<file path="src/design/wfs_pkg.sv">
`timescale 1ns / 1ps

package wfs_pkg;

  // field widths
  localparam int unsigned PtrW   = 12;
  localparam int unsigned RowW   = 11;
  localparam int unsigned SlotW  = 16;
  localparam int unsigned ByteW  = 8;
  localparam int unsigned PixW   = 3 * ByteW;
  localparam int unsigned CfgIdxW = 3;

  // default store size in leds
  localparam int unsigned DefMaxLeds = 1024;

  // configuration register indexes
  localparam logic [CfgIdxW-1:0] REG_FRAME_BYTES = 3'd0;
  localparam logic [CfgIdxW-1:0] REG_BIT_PERIOD  = 3'd1;
  localparam logic [CfgIdxW-1:0] REG_ONE_HIGH    = 3'd2;
  localparam logic [CfgIdxW-1:0] REG_ZERO_HIGH   = 3'd3;
  localparam logic [CfgIdxW-1:0] REG_LATCH_PER   = 3'd4;
  localparam logic [CfgIdxW-1:0] REG_LATCH_HIGH  = 3'd5;

  // configuration reset values
  localparam logic [PtrW-1:0]  RST_FRAME_BYTES = 12'd2400;
  localparam logic [SlotW-1:0] RST_BIT_PERIOD  = 16'd150;
  localparam logic [SlotW-1:0] RST_ONE_HIGH    = 16'd96;
  localparam logic [SlotW-1:0] RST_ZERO_HIGH   = 16'd48;
  localparam logic [SlotW-1:0] RST_LATCH_PER   = 16'd6100;
  localparam logic [SlotW-1:0] RST_LATCH_HIGH  = 16'd2;

  // input kinds carried on tuser
  localparam logic OP_PIXEL = 1'b0;
  localparam logic OP_TICK  = 1'b1;

  // byte position inside one pixel row
  localparam logic [1:0] SUB_GREEN = 2'd0;
  localparam logic [1:0] SUB_RED   = 2'd1;
  localparam logic [1:0] SUB_BLUE  = 2'd2;

  typedef struct packed {
    logic [PtrW-1:0]  frame_bytes;
    logic [SlotW-1:0] bit_period;
    logic [SlotW-1:0] one_high;
    logic [SlotW-1:0] zero_high;
    logic [SlotW-1:0] latch_period;
    logic [SlotW-1:0] latch_high;
  } cfg_t;

  // a zero period is reported as a period of one
  function automatic logic [SlotW-1:0] nonzero_period(input logic [SlotW-1:0] p);
    nonzero_period = (p == '0) ? SlotW'(1) : p;
  endfunction

endpackage

</file>
<file path="src/design/wfs_cfg_regs.sv">
`timescale 1ns / 1ps

module wfs_cfg_regs (
  input  logic                         clk_i,
  input  logic                         rst_ni,
  input  logic                         we_i,
  input  logic [wfs_pkg::CfgIdxW-1:0]  idx_i,
  input  logic [wfs_pkg::SlotW-1:0]    data_i,
  output wfs_pkg::cfg_t                cfg_o
);
  import wfs_pkg::*;

  cfg_t cfg_q;

  // register file, indexes beyond the list are dropped
  always_ff @(posedge clk_i or negedge rst_ni) begin
    if (!rst_ni) begin
      cfg_q.frame_bytes  <= RST_FRAME_BYTES;
      cfg_q.bit_period   <= RST_BIT_PERIOD;
      cfg_q.one_high     <= RST_ONE_HIGH;
      cfg_q.zero_high    <= RST_ZERO_HIGH;
      cfg_q.latch_period <= RST_LATCH_PER;
      cfg_q.latch_high   <= RST_LATCH_HIGH;
    end else if (we_i) begin
      case (idx_i)
        REG_FRAME_BYTES: cfg_q.frame_bytes  <= data_i[PtrW-1:0];
        REG_BIT_PERIOD:  cfg_q.bit_period   <= data_i;
        REG_ONE_HIGH:    cfg_q.one_high     <= data_i;
        REG_ZERO_HIGH:   cfg_q.zero_high    <= data_i;
        REG_LATCH_PER:   cfg_q.latch_period <= data_i;
        REG_LATCH_HIGH:  cfg_q.latch_high   <= data_i;
        default: ;
      endcase
    end
  end

  assign cfg_o = cfg_q;

endmodule

</file>
<file path="config.mk">
export PLATFORM = sky130hd
export DESIGN_NAME = wfs_cfg_regs
export DESIGN_NICKNAME = d
export VERILOG_FILES = /design/src/design/wfs_pkg.sv /design/src/design/wfs_cfg_regs.sv
export SDC_FILE = /design/constraint.sdc
export NUM_CORES = 1
export LEC_CHECK = 0
export BUFFER_PORTS_ARGS = -buffer_cell sky130_fd_sc_hd__buf_2
export CORE_MARGIN = 8
export CORE_UTILIZATION = 33
export DETAILED_ROUTE_END_ITERATION = 8
export PLACE_DENSITY = 0.68
export SLEW_MARGIN = 20
export SYNTH_ARGS = -nofsm -noshare
export SYNTH_HDL_FRONTEND = slang
export SYNTH_SLANG_ARGS = --single-unit
export TNS_END_PERCENT = 10
</file>
<file path="constraint.sdc">
create_clock -name clk_i -period 0.9 [get_ports clk_i]
set_input_delay 0.18 -clock clk_i [delete_from_list [all_inputs] [get_ports clk_i]]
set_output_delay 0.18 -clock clk_i [all_outputs]
set_load 0.005 [all_outputs]
</file>
==> results.txt <==
----------------------------------------------------
[STA]
  Final max-slew violation count ... 0
  Setup slack of the critical path after layout ... -297 ps
  Setup violations, final ... approximately 110
  Final hold vios ... 0
  Minimum hold slack ... about 110 ps
  Period minus WS final ... 1200 ps
  Highest clock rate ... 836 MHz
  Worst clock skew on the final layout ... 0 ps
  Final worst-path cycle share ... 133%
  Slew at the pin closest to its max-slew limit ... between 200 and 300 ps
  Rel. slew slack ... 82.9%
  RSZ-0062 raised after global routing ... true

[Synth]
  Dominant register cell in the synthesized netlist ... sky130_fd_sc_hd__dfrtp_1
  Synth cell count leaders ... sky130_fd_sc_hd__mux2_2, sky130_fd_sc_hd__dfrtp_1, sky130_fd_sc_hd__dfstp_2
  Library cells used by synthesis ... 9
  Number of synthesis warnings ... 0
  Cell taking the most area after synthesis ... sky130_fd_sc_hd__dfrtp_1
  Gate count after technology mapping ... 199
  Async S/R FF share, synth ... 100%
  Number of flops mapped to enable cells by yosys ... 0
  Area of the mapped netlist ... 3510 sq um
  Number of nets in the synthesized netlist ... around 220
  Cell with the most instances after synthesis ... sky130_fd_sc_hd__mux2_2
  Seq cells post-synth ... 92
  Area share of the largest cell type after synthesis ... 50.6%
  Part of the Yosys area used for sequential elements ... 66.3%
  Syn Area/Cell ... 17.6 sq um
  Synth area leaders ... sky130_fd_sc_hd__dfrtp_1, sky130_fd_sc_hd__mux2_2, sky130_fd_sc_hd__dfstp_2

[Run]
  Total of max-cap violations ... 0

[Setup path]
  Timing startpoint of the critical path ... cfg_o[28]
  Category of the worst setup path launch point ... register
  Crit-path max FO ... 2
  Cells along the critical path ... buf_6
  Worst path required time ... 720 ps
  Critical Path Max Stage Delay ... 570 ps
  Critical path data arrival time ... roughly 1000 ps
  Critical path endpoint category ... output port
  Start-to-end type of the worst setup path ... register to output port
  CP max stage cell ... sky130_fd_sc_hd__dfstp_2
  Critical register-to-register path startpoint ... cfg_o[56]
  Number of buffers and inverters on the critical path ... 1
  Dominant delay contributor by cell family on the critical path ... flip-flops
  Setup slack of the worst register-to-register path ... roughly 100 ps

[Final layout]
  Number of nets in the final layout ... approximately 350
  Number of diodes added for antenna fixing ... 0
  Flip-flop count of the largest register after layout ... 92
  Area growth from synthesis to layout ... 37.5%
  Count of non-filler cells in the finished layout ... 472
  Fraction of layout cells with a size suffix above 1 ... 78.6%

[GRT]
  Global-route wire length before repair ... 13.8 mm
  Overall global routing resource usage ... between 10% and 20%
  Sum of overflow across all layers after global routing ... 0
  Vias in the first global route ... roughly 2400
  Initial antenna violation count ... 0
  Pin count of the biggest net entering global routing ... 50

[Floorplanning]
  Die Y ... 119 um
  Num ports ... 114
  DIE AREA ... between 10000 and 15000 sq um
  Cell row count ... 37
  Core ar. ... 10300 sq um
  Initial core utilization ... about a third
  X dimension of the die ... 119 um

[Clock tree]
  CTS tree ... yes
  # clock sinks ... 92
  Clock tree buffer depth ... 2
  Clock input transition at the sequential cells of the worst setup and hold paths ... 100 ps
  TritonCTS buffer count ... 9
  Buffer count from post-CTS setup fixing ... 0
  H-tree Lvls ... 3
  Worst-skew pair later-pin latency ... 350 ps
  Clock root cell ... sky130_fd_sc_hd__clkbuf_8

[Route]
  Total iterations of the first detailed-routing run ... 2
  Drt total wl ... approximately 8.5 mm
  Via density per instance ... 4.65
  Via count ... 2196
  Routed len/inst ... about 18 um
  Final routed DRC violation total ... 0
  Iteration-0 DRC count of the detailed router ... 82
  Remaining antenna violation count after routing ... 0

[Worst hold path]
  Hold/Removal Path Class ... input port to register
  Worst hold path startpoint ... data_i[14]

[Placed design]
  Worst setup timing slack at the placement stage ... -408 ps
  Half-perimeter wire length after placement ... 6.41 mm
  Number of cells after detailed placement ... 455
  Routability cong. ... just over 0.7
  IO buf count ... 113

[Power]
  Power per cell area ... 2300 nW/um^2
  Static Leak ... 2.28 nW
  Worst ir drop on vdd ... 1.11 mV

[Status]
  Violations in the final reports ... negative setup slack
  Result of the run ... finished, violations left

----------------------------------------------------
[layout by cell type (no fill, tap or decap)]
master	Yosys	routed
sky130_fd_sc_hd__inv_6	0	3
sky130_fd_sc_hd__and4bb_2	3	3
sky130_fd_sc_hd__buf_2	6	94
sky130_fd_sc_hd__dfstp_2	21	21
sky130_fd_sc_hd__buf_4	0	11
sky130_fd_sc_hd__clkinvlp_4	0	1
sky130_fd_sc_hd__dfrtp_1	71	71
sky130_fd_sc_hd__dlygate4sd3_1	0	1
sky130_fd_sc_hd__clkinv_4	0	1
sky130_fd_sc_hd__buf_6	3	17
sky130_fd_sc_hd__nand4b_2	2	2
sky130_fd_sc_hd__nor4b_4	0	1
sky130_fd_sc_hd__mux2_4	0	31
sky130_fd_sc_hd__inv_8	0	2
sky130_fd_sc_hd__clkbuf_8	0	9
sky130_fd_sc_hd__mux2_2	91	61
sky130_fd_sc_hd__buf_12	0	7
[cell type report]
type                            count  area [sq um]
Fill cell                         944          5500
Timing Repair Buffer              130           895
Clock inverter                      7          65.1
Multi-Input combinational cell     98          1240
Tap cell                          136           170
Clock buffer                        9           124
Sequential cell                    92          2330
[layer usage]
metal / vias to the layer above / track usage, % / wire (um)
li1: 969 / - / -
met1: 1141 / 16.6 / 3990
met2: 80 / 17.3 / 3760
met3: 6 / 5.95 / 724
met4: 0 / 2.85 / 72
met5: - / 0 / 0
[cell families after synthesis]
family,share of synthesized area [%]
muxes,29.5
and+or+nand+nor,2.35
buffers and inverters,1.82
DFF,66.3
[path summary, 6_finish.rpt]
check,end,cells past startpoint
setup reg to reg,cfg_o[56],1
hold reg to reg,cfg_o[7],1
max in group asynchronous,cfg_o[18],3
min in group asynchronous,cfg_o[76],3
setup / recovery,cfg_o[28],1
hold / removal,cfg_o[30],2
[repair_timing]
action                                 4_1_cts  5_1_grt
setup endpoints to repair                  105      120
hold buffers                                 1        0
endpoints found under the hold margin       77        0
pin swaps                                    1        1
resized for setup                           15       12
[power by group]
group	total [mW]	leakage [nW]	internal [mW]	switching, mW
Clock	2.66	0.0947	1.08	1.58
Combinational	2.67	1.12	1.73	0.941
Sequential	5.75	1.07	5.20	0.554
Total	11.1	2.28	8.01	3.08
[per-stage QoR]
stage,util [%],instance area [sq um],total power [mW],setup TNS (ps)
floorplan,-,3640,6.80,-14740
global placement,43.4,4480,8.19,-31030
detailed placement,43.4,4480,8.28,-32480
CTS,46.1,4760,11.1,-19210
global route,46.7,4830,11.8,-22570
finish,46.7,4830,11.1,-17040
Note: power is estimated with default switching activity, not from simulation.
